--- src/hdl/atp_pkg.sv ---
// ----------------------------------------------------------------------------
// atp_pkg
// Shared widths, fixed-point constants and the pipeline side-band type for
// the four-quadrant arctangent pipeline.
// ----------------------------------------------------------------------------
package atp_pkg;

    localparam int INPUT_WIDTH     = 16;
    localparam int ANGLE_FRAC_BITS = 13;
    localparam int ANGLE_WIDTH     = ANGLE_FRAC_BITS + 3;

    localparam int RATIO_FRAC = 16;
    localparam int COEF_FRAC  = 30;

    // magnitude of the most negative input needs the full input width
    localparam int MAG_W   = INPUT_WIDTH;
    localparam int NUM_W   = INPUT_WIDTH + RATIO_FRAC;
    localparam int RATIO_W = RATIO_FRAC + 1;
    localparam int SQ_W    = 2 * RATIO_W;

    localparam int DIV_STAGES = RATIO_W;

    localparam int ACC_W  = COEF_FRAC + 2;
    localparam int PROD_W = ACC_W + RATIO_W + 1;
    localparam int T_W    = COEF_FRAC + 4;

    localparam int POLY_TERMS   = 7;
    localparam int HORNER_STEPS = POLY_TERMS - 1;

    localparam int ROUND_SHIFT = COEF_FRAC - ANGLE_FRAC_BITS;

    localparam logic signed [ACC_W-1:0] POLY_COEF [0:POLY_TERMS-1] = '{
        ACC_W'(64'sd7744777),
        ACC_W'(-64'sd37645046),
        ACC_W'(64'sd87698811),
        ACC_W'(-64'sd143609290),
        ACC_W'(64'sd213208227),
        ACC_W'(-64'sd357824448),
        ACC_W'(64'sd1073741824)
    };

    localparam longint PI_Q30_L      = 64'sd3373259426;
    localparam longint HALF_PI_Q30_L = 64'sd1686629713;

    localparam logic signed [T_W-1:0] PI_Q30      = T_W'(PI_Q30_L);
    localparam logic signed [T_W-1:0] HALF_PI_Q30 = T_W'(HALF_PI_Q30_L);

    // pi at the output scale, used for range checks
    localparam int ANGLE_PI =
        int'((PI_Q30_L + (64'sd1 <<< (ROUND_SHIFT - 1))) >>> ROUND_SHIFT);

    typedef struct packed {
        logic ybig;
        logic xneg;
        logic yneg;
        logic zero;
    } side_t;

endpackage

--- src/hdl/atp_horner_cell.sv ---
// ----------------------------------------------------------------------------
// atp_horner_cell
// One Horner step over two stages: multiply the accumulator by the squared
// ratio, then round off the ratio scale and add the next coefficient.
// ----------------------------------------------------------------------------
module atp_horner_cell import atp_pkg::*;
(
    input  logic                    clk,
    input  logic                    rst_n,
    input  logic                    en,
    input  logic                    v_in,
    input  side_t                   side_in,
    input  logic [RATIO_W-1:0]      r_in,
    input  logic [RATIO_W-1:0]      s_in,
    input  logic signed [ACC_W-1:0] acc_in,
    input  logic signed [ACC_W-1:0] coef,
    output logic                    v_out,
    output side_t                   side_out,
    output logic [RATIO_W-1:0]      r_out,
    output logic [RATIO_W-1:0]      s_out,
    output logic signed [ACC_W-1:0] acc_out
);

    logic                     va_reg;
    side_t                    side_a_reg;
    logic [RATIO_W-1:0]       r_a_reg;
    logic [RATIO_W-1:0]       s_a_reg;
    logic signed [PROD_W-1:0] prod_a_reg;
    logic signed [PROD_W-1:0] prod_next;

    logic                     vb_reg;
    side_t                    side_b_reg;
    logic [RATIO_W-1:0]       r_b_reg;
    logic [RATIO_W-1:0]       s_b_reg;
    logic signed [ACC_W-1:0]  acc_b_reg;
    logic signed [PROD_W-1:0] rnd_c;
    logic signed [ACC_W-1:0]  acc_next;

    assign prod_next = PROD_W'(acc_in) * PROD_W'($signed({1'b0, s_in}));

    always_comb
    begin
        rnd_c    = prod_a_reg + PROD_W'(2 ** (RATIO_FRAC - 1));
        // arithmetic shift by slicing: floor of the rounded product
        acc_next = $signed(rnd_c[RATIO_FRAC +: ACC_W]) + coef;
    end

    always_ff @(posedge clk or negedge rst_n)
    begin
        if (!rst_n)
        begin
            va_reg <= 1'b0;
            vb_reg <= 1'b0;
        end
        else if (en)
        begin
            va_reg <= v_in;
            vb_reg <= va_reg;
        end
    end

    always_ff @(posedge clk)
    begin
        if (en)
        begin
            side_a_reg <= side_in;
            r_a_reg    <= r_in;
            s_a_reg    <= s_in;
            prod_a_reg <= prod_next;
            side_b_reg <= side_a_reg;
            r_b_reg    <= r_a_reg;
            s_b_reg    <= s_a_reg;
            acc_b_reg  <= acc_next;
        end
    end

    assign v_out    = vb_reg;
    assign side_out = side_b_reg;
    assign r_out    = r_b_reg;
    assign s_out    = s_b_reg;
    assign acc_out  = acc_b_reg;

endmodule

--- config.mk ---
export PLATFORM = sky130hd
export DESIGN_NAME = atp_horner_cell
export DESIGN_NICKNAME = d
export VERILOG_FILES = /design/src/hdl/atp_pkg.sv /design/src/hdl/atp_horner_cell.sv
export SDC_FILE = /design/constraint.sdc
export NUM_CORES = 1
export LEC_CHECK = 0
export BUFFER_PORTS_ARGS = -buffer_cell sky130_fd_sc_hd__clkbuf_2
export CAP_MARGIN = 20
export CELL_PAD_IN_SITES_DETAIL_PLACEMENT = 1
export CELL_PAD_IN_SITES_GLOBAL_PLACEMENT = 1
export CORE_MARGIN = 2
export CORE_UTILIZATION = 46
export CTS_CLUSTER_DIAMETER = 30
export CTS_CLUSTER_SIZE = 12
export DETAILED_ROUTE_END_ITERATION = 6
export MAX_ROUTING_LAYER = met4
export PLACE_DENSITY_LB_ADDON = 0.25
export SYNTH_ARGS = -nofsm -noshare
export SYNTH_HDL_FRONTEND = slang
export SYNTH_SLANG_ARGS = --single-unit
--- constraint.sdc ---
create_clock -name clk -period 5.6 [get_ports clk]
set_input_delay 1.12 -clock clk [delete_from_list [all_inputs] [get_ports clk]]
set_output_delay 1.12 -clock clk [all_outputs]
set_load 0.02 [all_outputs]
==> results of run 1 <==
==> how the worst min path moves through the flow <==
| stage | from | end |
|---|---|---|
| after global placement | r_a_reg[7] | r_out[7] |
| after CTS | rst_n | v_out |
| after global routing | rst_n | va_reg |
| after floorplan | r_a_reg[0] | r_out[0] |
| final | rst_n | va_reg |
| after detailed placement | r_a_reg[11] | r_out[11] |
==> synthesized netlist by cell type (3+ instances only) <==
| cell type | n | area (um^2) |
|---|---|---|
| inv_1 | 597 | 2240 |
| fa_1 | 508 | 10200 |
| and2_1 | 306 | 1910 |
| nand2_1 | 273 | 1020 |
| ha_1 | 142 | 1780 |
| edfxtp_1 | 141 | 4230 |
| clkbuf_1 | 84 | 315 |
| xnor2_1 | 70 | 613 |
| a21oi_1 | 50 | 250 |
| xor2_1 | 37 | 324 |
| nor2_1 | 35 | 131 |
| o21ai_0 | 25 | 125 |
| nand3_1 | 19 | 95.1 |
| a21o_1 | 14 | 105 |
| nand4_1 | 14 | 87.6 |
| o21bai_1 | 12 | 90.1 |
| and3_1 | 10 | 62.6 |
| a31oi_1 | 8 | 50.1 |
| o21a_1 | 8 | 60.1 |
| and4_1 | 7 | 61.3 |
| nand2b_1 | 7 | 43.8 |
| nor3_1 | 7 | 35.0 |
| a211oi_1 | 5 | 37.5 |
| nor2b_1 | 4 | 25.0 |
| a211o_1 | 3 | 26.3 |
| a21boi_0 | 3 | 22.5 |
| o31ai_1 | 3 | 22.5 |
==> layer usage <==
layer,routed length (um),up-vias
met1,27700,9445
met3,2760,160
met2,38700,447
met4,3370,0
li1,-,8006
met5,0,-
==> kinds of logic after synthesis <==
logic type	count (synthesis)	share of synthesized area
flip-flops	143	0.176
multiplexers	2	0.000927
adder cells (fa/ha/maj)	650	0.492
AND/OR/NAND/NOR	690	0.146
XOR/XNOR	107	0.0386
AO/OA/AOI/OAI	151	0.0401
buffers and inverters	683	0.106
==> layout make-up <==
type,count,area share
Clock buffer,17,0.0143
Antenna cell,4,0.000338
Tap cell,688,0.0290
Timing Repair Buffer,455,0.119
Inverter,597,0.0756
Clock inverter,15,0.00557
Multi-Input combinational cell,1600,0.612
Sequential cell,143,0.144
==> worst max-delay path, delay by kind of cell <==
family          cells  cell delay, ps
buf+inv             6             860
fa+ha+maj           7            3220
simple gates        2             310
xor+xnor            1             130
compound gates      7            1220
==> metrics by stage <==
| step | hold WS [ps] | setup TNS, ps |
|---|---|---|
| 6_report | 417 | -24090 |
| 4_1_cts | 369 | -21430 |
| 5_1_grt | 387 | -28850 |
| 3_3_place_gp | 401 | -39070 |
| 3_5_place_dp | 406 | -43620 |
| 2_1_floorplan | 400 | -17310 |
==> timing repair <==
action / CTS / global route
gates cloned: 2 / 1
resized for setup: 106 / 58
setup buffers: 14 / 10
setup endpoints to repair: 33 / 33
pin swaps: 55 / 45
==> metrics.cfg, run 1 <==
[clocking]
cts-root-buf = clkbuf_16
cts.sinks = 143
cts.reportedPaths.clkPinSlew_ps = 80
hold_buffers = 0
cts.htree.levels = 4
cts_buffers = 17
cts_tree = yes
clock_path_buffers = 2
clock_latency_ps = 490

[synth]
ys_seq_elements = 143
synth_edf_count = 141
syn-num-nets = 3182
syn_area_mm2 = 0.0243
ys_seq_area_frac = 0.176
avgSynthCellArea_um2 = 10.0
ys_warn_count = 0
synth_ff_type = edfxtp_1
ys_types = 53
syn_inst = 2426
async_flop_share = 0.0140

[detailed_routing]
drc_errors = 0
firstDrtPassIters = 5
dr_total_vias = 18100
wirelength_um = 72600
drtAntennaViolNets = 0
vias_per_cell = 5.13
dr.first_iter.drc_count = 817
wl_per_cell_um = 20.6

[critical_path]
crit_fanout = 4
critical_path_arrival_ps = 6870
crit_path_start_kind = input port
ff2ff_path_depth = 14
slowest_delay_ps = 580
cpMaxStageDelayCell = fa_2
r2r_start = prod_a_reg[15]
crit_required_ps = 5850
startpoint = s_in[3]
timing.rr.end = acc_out[30]
reg2reg_slack_ps = 1280
critPathCaptureType = register
critPathCapture = prod_a_reg[36]
critPathKind = input port to register
path_cells = clkbuf_16 > bufbuf_16 > and2_4 > fa_1 > inv_2 > fa_2 > fa_2 > inv_1 > fa_2 > fa_1 > fa_1 > ha_4 > nand4_1 > a31oi_2 > a211oi_4 > buf_6 > a21oi_4 > buf_6 > a31oi_2 > a21oi_2 > o22a_1 > a21oi_2 > xnor2_1

[global_routing]
grt_pass1_vias = 21300
grt_pass1_wl_um = 114000
use_met2 = 0.512
antenna_found_initial = 4
grt_overflow = 0
grt_use_met3 = 0.0417
grt_max_degree = 102
top_usage_layer = met2
grt_usage = 0.286
grt_util_met1 = 0.316

[floorplan]
die-area_mm2 = 0.0547
start_util = 0.464
row_count = 84
die_w_um = 234
ios = 177
coreArea_mm2 = 0.0523
dieHeight_um = 234

[sta]
fin_crit_sh = 1.18
maxSlewViolCount = 0
worst_pin_slew_ps = 1040
setup_viol = 32
timing.final.ws_setup_ps = -1020
period_needed_ps = 6620
clock_skew_ps = 21.7
rsz0062_at_grt = yes
max_freq_mhz = 151
slew_headroom = 0.309
hold_viol_final = 0

[placed_design]
dp.cells = 3460
port_buffers = 176
dp_slack_ps = -1670
dpl.hpwl_um = 59200
place_congestion = 0.890
placed_area_mm2 = 0.0282

[layout]
largest_reg_flops = 33
finalInstanceArea_mm2 = 0.0297
fillers = 5847
fin_cells = 3519
drive_above_1_share = 0.221
mostFrequentLayoutCells = inv_1 (577), fa_1 (494), and2_1 (291)
final_util = 0.567
syn_to_final_growth_pct = 22.1
regArea_mm2 = 0.00428
finalNetCount = 3570
multi_input_area_mm2 = 0.0182
final_common_cell = inv_1

[status]
status = finished, violations left
violations = setup timing

[run]
drv_cap = 0

[worst_hold_path]
min_path_type = input port to asynchronous set/reset pin

Power of run 1 is not shown: default switching activity piles up to over one toggle a cycle in this logic, so the estimate is an artifact.
==> run 2, diff against run 1 <==
--- a/config.mk
+++ b/config.mk
@@ -7,15 +7,17 @@
 export LEC_CHECK = 0
 export BUFFER_PORTS_ARGS = -buffer_cell sky130_fd_sc_hd__clkbuf_2
 export CAP_MARGIN = 20
-export CELL_PAD_IN_SITES_DETAIL_PLACEMENT = 1
-export CELL_PAD_IN_SITES_GLOBAL_PLACEMENT = 1
+export CELL_PAD_IN_SITES_DETAIL_PLACEMENT = 2
+export CELL_PAD_IN_SITES_GLOBAL_PLACEMENT = 2
 export CORE_MARGIN = 2
-export CORE_UTILIZATION = 46
+export CORE_UTILIZATION = 45
+export CTS_BUF_LIST = sky130_fd_sc_hd__clkbuf_4 sky130_fd_sc_hd__clkbuf_8
 export CTS_CLUSTER_DIAMETER = 30
 export CTS_CLUSTER_SIZE = 12
 export DETAILED_ROUTE_END_ITERATION = 6
 export MAX_ROUTING_LAYER = met4
 export PLACE_DENSITY_LB_ADDON = 0.25
+export SETUP_SLACK_MARGIN = 0.05
 export SYNTH_ARGS = -nofsm -noshare
 export SYNTH_HDL_FRONTEND = slang
 export SYNTH_SLANG_ARGS = --single-unit
==> run 2 against run 1 <==
  * The flow now stops in global routing (5_1_grt)
  * Synthesized cell count unchanged
  * Area after synthesis unchanged
==> metrics.cfg, run 2 <==
[synth]
syn_area_mm2 = 0.0243
ys_seq_elements = 143
synthSimpleGateAreaFrac = 0.146
ys_warn_count = 0
synthXorXnorAreaFrac = 0.0386
syn_inst = 2426
synth_top_area_share = 0.419
synth_edf_count = 141
synth_compound_area_frac = 0.0401
yosys-top-cells-count = inv_1 (597), fa_1 (508), and2_1 (306)
synth_top_family_by_area = adder cells
synthTopCellsByArea = fa_1 (42%), edfxtp_1 (17%), inv_1 (9.2%)
syn-num-nets = 3182
avgSynthCellArea_um2 = 10.0
ys_seq_area_frac = 0.176
synthMuxAreaShare = 0.000927
synth_top_area_cell = fa_1
ys_types = 53
async_flop_share = 0.0140
synthMostInstantiatedCell = inv_1
synthAdderAreaFrac = 0.492
synth_ff_type = edfxtp_1

[placed_design]
dpl.hpwl_um = 84800
port_buffers = 176
place_congestion = 0.892
dp.cells = 3479
placed_area_mm2 = 0.0284

[global_routing]
grt_overflow = 2
grt_max_degree = 116
grt_usage = 0.610

[clocking]
cts.htree.levels = 4
cts_buffers = 17
cts.sinks = 143
clock_path_buffers = 2
cts-root-buf = clkbuf_8

[status]
error = [ERROR GRT-0232] Routing congestion too high. Check the congestion heatmap in the GUI.
haltStage = global routing (5_1_grt)
status = did not finish

[sta]
crit_endpoint = prod_a_reg[47]$_DFFE_PP_/D
worstEpCategory = sequential cell input

[floorplan]
ios = 177
die_w_um = 236
row_count = 85
start_util = 0.453
dieHeight_um = 236

## run 2: cell counts after synthesis
Identical to the previous run, type by type.
## run 2: routing by layer
layer | overflow | GRT usage
met4 | 0 | 0.636
met1 | 0 | 0.591
met5 | - | -
met2 | 2 | 0.881
met3 | 0 | 0.268
## run 2: cell families after synthesis
logic type,Yosys count
xor+xnor,107
buf+inv,683
compound gates,151
mux,2
flops,143
fa+ha+maj,650
simple gates,690
## run 2: timing repair
action / in CTS
endpoints found under the setup margin: 33
pin swaps: 85
buffers inserted: 26
cloned: 3
hold buffers: 0
resized for setup: 213
## run 2: per-stage QoR
| step | utilization | worst slack (ps) |
|---|---|---|
| after CTS | 0.557 | -1110 |
| after detailed placement | 0.530 | -2070 |
| after global placement | 0.530 | -1700 |
| after floorplan | - | -852 |
==> run 3, diff against run 2 <==
==> config.mk (replaced) <==
export PLATFORM = sky130hd
export DESIGN_NAME = atp_horner_cell
export DESIGN_NICKNAME = d
export VERILOG_FILES = /design/src/hdl/atp_pkg.sv /design/src/hdl/atp_horner_cell.sv
export SDC_FILE = /design/constraint.sdc
export NUM_CORES = 1
export LEC_CHECK = 0
export BUFFER_PORTS_ARGS = -buffer_cell sky130_fd_sc_hd__clkbuf_2
export CAP_MARGIN = 20
export CORE_MARGIN = 2
export CORE_UTILIZATION = 31
export DETAILED_ROUTE_END_ITERATION = 6
export PLACE_DENSITY_LB_ADDON = 0.15
export SYNTH_ARGS = -nofsm -noshare
export SYNTH_HDL_FRONTEND = slang
export SYNTH_SLANG_ARGS = --single-unit
==> run 3 against run 2 <==
  * The flow now finishes, with violations (setup timing)
==> metrics.cfg, run 3 (synthesized netlist as in run 1, its figures left out) <==
[critical_path]
critPathKind = input port to register
r2r_start = prod_a_reg[17]
ff2ff_path_depth = 15
cpMaxStageDelayCell = fa_2
crit_top_cell = fa_1
crit_required_ps = 5850
critical_path_arrival_ps = 6840
crit_path_start_kind = input port
timing.rr.end = acc_out[31]
reg2reg_slack_ps = 1010
path_cells = clkbuf_8 > buf_12 > buf_8 > and2_4 > fa_1 > inv_2 > fa_2 > fa_1 > inv_2 > fa_2 > fa_1 > fa_1 > ha_1 > a21oi_1 > o21ai_2 > a211oi_2 > buf_4 > a21oi_4 > a2111oi_4 > buf_4 > o31ai_4 > a31o_4 > a21oi_2 > xnor2_1
crit_fanout = 6
slowest_delay_ps = 570
critPathCaptureType = register

[clocking]
cts.reportedPaths.clkPinSlew_ps = 80
cts.sinks = 143
cts.htree.levels = 4
cts_tree = yes
cts_buffers = 17
cts-root-buf = clkbuf_16
clock_latency_ps = 490
clock_path_buffers = 2

[placed_design]
dpl.hpwl_um = 57600
port_buffers = 176
place_congestion = 0.857

[sta]
tns_ps = -23040
clock_skew_ps = 13.4
slew_headroom = 0.398
fin_crit_sh = 1.18
rsz0062_at_grt = yes
worst_pin_slew_ps = 903
maxSlewViolCount = 0
period_needed_ps = 6590
timing.final.ws_setup_ps = -989
setup_viol = 33
max_freq_mhz = 152
hold_viol_final = 0

[layout]
drive_above_1_share = 0.214
finalNetCount = 3571
syn_to_final_growth_pct = 23.1
mostFrequentLayoutCells = inv_1 (584), fa_1 (488), and2_1 (294)
multi_input_area_mm2 = 0.0180
fillers = 7788
regArea_mm2 = 0.00428
final_common_cell = inv_1
largest_reg_flops = 33
n_antenna_cell = 0

[floorplan]
die-area_mm2 = 0.0806
start_util = 0.314
ios = 177
dieHeight_um = 284
coreArea_mm2 = 0.0775
row_count = 102
die_w_um = 284

[global_routing]
grt_pass1_vias = 19500
grt_max_degree = 83
grt_pass1_wl_um = 111000
antenna_found_initial = 4
grt_usage = 0.181
grt_overflow = 0

[detailed_routing]
drtAntennaViolNets = 0
wirelength_um = 69000
vias_per_cell = 4.44
firstDrtPassIters = 5
dr_total_vias = 17200
wl_per_cell_um = 17.8
dr.first_iter.drc_count = 784
drc_errors = 0

[run]
drv_cap = 0

[worst_hold_path]
min_path_type = input port to asynchronous set/reset pin

[status]
violations = setup timing
status = finished, violations left

==> run 3: how the worst max path moves through the flow <==
stage,cells after the start,to,start
final,24,prod_a_reg[47],s_in[6]
after global routing,25,prod_a_reg[47],s_in[5]
after CTS,25,prod_a_reg[47],s_in[5]
after detailed placement,23,prod_a_reg[47],acc_in[9]
after global placement,23,prod_a_reg[47],acc_in[9]
after floorplan,20,prod_a_reg[47],acc_in[8]
==> run 3: metal layers <==
metal  routed length (um)  part of all wire  track usage  vias up
met5                   13           0.00019            0        -
li1                     -                 -            -     7999
met3                 2200             0.032       0.0297       88
met2                34600              0.50        0.319      317
met1                30100              0.44        0.226     8780
met4                 2060             0.030       0.0590        2
==> run 3: timing repair <==
action | CTS | global route
pin swaps | 36 | 25
buffers inserted | 9 | 7
resized for setup | 82 | 28
hold buffers | 0 | 0
endpoints found under the setup margin | 33 | 33
gates cloned | 3 | 0
==> run 3: cell type report <==
class                           count  area share
Clock inverter                     15     0.00561
Inverter                          597      0.0749
Multi-Input combinational cell   1600       0.601
Sequential cell                   143       0.143
Tap cell                         1040      0.0435
Timing Repair Buffer              456       0.118
Clock buffer                       17      0.0142
==> run 3: critical path, delay by kind of cell <==
| kind | cells | cell delay, ps |
|---|---|---|
| AND/OR/NAND/NOR | 1 | 130 |
| buffers and inverters | 7 | 870 |
| AO/OA/AOI/OAI | 8 | 1330 |
| adder cells (fa/ha/maj) | 7 | 3290 |
| XOR/XNOR | 1 | 80 |
==> run 3: through the flow <==
stage               hold slack (ps)   util  setup WS (ps)  cell area (um^2)  std cells
floorplan                       400      -           -852             24700       2426
global placement                400  0.371          -1800             28700       3821
detailed placement              405  0.371          -1760             28700       3821
CTS                             343  0.385           -948             29800       3863
global route                    375  0.386          -1150             29900       3868
finish                          414  0.386           -989             29900       3868
Power of run 3 is left out for the same reason.
==> run 4, diff against run 3 <==
--- a/config.mk
+++ b/config.mk
@@ -11,6 +11,7 @@
 export CORE_UTILIZATION = 31
 export DETAILED_ROUTE_END_ITERATION = 6
 export PLACE_DENSITY_LB_ADDON = 0.15
+export SETUP_SLACK_MARGIN = 0.2
 export SYNTH_ARGS = -nofsm -noshare
 export SYNTH_HDL_FRONTEND = slang
 export SYNTH_SLANG_ARGS = --single-unit
==> run 4 against run 3 <==
  * Non-clock buffer count is the same
  * Clock skew grew 9.2 ps
  * Critical endpoint unchanged
  * Register-to-register slack lost 200 ps
  * Die area is the same
  * First-iteration DRC count shrank 1.7%
  * Maximum frequency shrank 0.82%
  * The run still ends with setup timing left
  * Worst hold slack lost 16 ps
  * Highest routed layer unchanged
==> metrics.cfg, run 4 (synthesized netlist as in run 1, its figures left out) <==
[sta]
fin_crit_sh = 1.19
period_needed_ps = 6640
setup_viol = 32
worst_pin_slew_ps = 785
maxSlewViolCount = 0
max_freq_mhz = 151
hold_viol_final = 0
clock_skew_ps = 22.6
timing.final.ws_setup_ps = -1040
slew_headroom = 0.470
rsz0062_at_grt = yes

[critical_path]
crit_path_start_kind = input port
critPathKind = input port to register
timing.rr.end = acc_out[31]
critPathCaptureType = register
crit_fanout = 7
critical_path_arrival_ps = 6900
slowest_delay_ps = 580
cpMaxStageDelayCell = fa_2
r2r_start = prod_a_reg[18]
crit_top_cell = inv_1
reg2reg_slack_ps = 810
ff2ff_path_depth = 15
crit_required_ps = 5850

[detailed_routing]
dr.first_iter.drc_count = 771
drc_errors = 0
firstDrtPassIters = 5
wirelength_um = 70400
wl_per_cell_um = 18.2
vias_per_cell = 4.49
dr_total_vias = 17400
drtAntennaViolNets = 0

[floorplan]
ios = 177
row_count = 102
coreArea_mm2 = 0.0775
die_w_um = 284
die-area_mm2 = 0.0806
start_util = 0.314
dieHeight_um = 284

[clocking]
clock_latency_ps = 490
cts_buffers = 17
cts_tree = yes
cts.sinks = 143
cts.htree.levels = 4
hold_buffers = 0
clock_path_buffers = 2
cts.reportedPaths.clkPinSlew_ps = 90
cts-root-buf = clkbuf_16

[layout]
finalNetCount = 3571
drive_above_1_share = 0.222
syn_to_final_growth_pct = 24.4
fillers = 7744
fin_cells = 3869
mostFrequentLayoutCells = inv_1 (590), fa_1 (479), and2_1 (291)
largest_reg_flops = 33
finalInstanceArea_mm2 = 0.0302
final_common_cell = inv_1

[status]
status = finished, violations left
violations = setup timing

[placed_design]
place_congestion = 0.868
dpl.hpwl_um = 58200
dp.cells = 3807
dp_slack_ps = -1820
placed_area_mm2 = 0.0285
port_buffers = 176

[global_routing]
grt_pass1_wl_um = 113000
grt_pass1_vias = 20000
grt_overflow = 0
grt_usage = 0.184
antenna_found_initial = 4
grt_max_degree = 82

[run]
drv_cap = 0

[worst_hold_path]
min_path_type = input port to asynchronous set/reset pin

[run 4: cell types whose count changed in the layout (fill, tap and decap cells not counted), sizes merged]
cell	delta
clkinvlp	-2
clkbuf	-4
bufbuf	+1
buf	+3
diode	+1
inv	+1
clkinv	+1
[run 4: through the flow]
step | hold WS (ps) | util | TNS (ps)
6_report | 398 | 0.390 | -23390
2_1_floorplan | 400 | - | -17310
3_3_place_gp | 400 | 0.368 | -43340
5_1_grt | 365 | 0.390 | -28240
3_5_place_dp | 405 | 0.368 | -45660
4_1_cts | 350 | 0.385 | -20710
[run 4: critical path, delay by kind of cell]
| family | cells | cell delay [ps] |
|---|---|---|
| AOI/OAI and AO/OA | 6 | 950 |
| and+or+nand+nor | 3 | 370 |
| xor gates and xnor gates | 1 | 70 |
| buffers and inverters | 10 | 1200 |
| adders and majority gates | 7 | 3180 |
[run 4: layout make-up]
class	count	area (um^2)	area share
multi-input combinational	1600	18200	0.603
sequential	143	4280	0.142
timing repair buffer	456	3570	0.118
inverter	597	2240	0.0742
tap	1040	1300	0.0431
clock buffer	17	425	0.0141
clock inverter	15	166	0.00551
antenna	1	2.50	0.0000828
[run 4: worst max path at each step]
stage,depth (start not counted),to,slack [ps],start
5_1_grt,27,prod_a_reg[47],-1220,s_in[3]
4_1_cts,27,prod_a_reg[47],-1020,s_in[5]
2_1_floorplan,20,prod_a_reg[47],-850,acc_in[8]
3_5_place_dp,22,prod_a_reg[47],-1820,s_in[7]
3_3_place_gp,24,prod_a_reg[47],-1750,s_in[7]
6_report,27,prod_a_reg[47],-1040,s_in[3]
[run 4: metal layers]
layer / global-route usage / vias to the layer above / share of wire
li1: - / 8001 / -
met1: 0.236 / 9041 / 0.44
met2: 0.329 / 287 / 0.51
met3: 0.0214 / 49 / 0.031
met4: 0.0437 / 2 / 0.016
met5: 0 / - / 0.00011
[run 4: what timing repair did]
action / 4_1_cts / 5_1_grt
cloned: 5 / 0
gates resized for setup: 111 / 65
endpoints found under the setup margin: 33 / 33
pin swaps: 46 / 54
endpoints found under the hold margin: 0 / 0
setup buffers: 15 / 9
Power of run 4 is left out for the same reason.
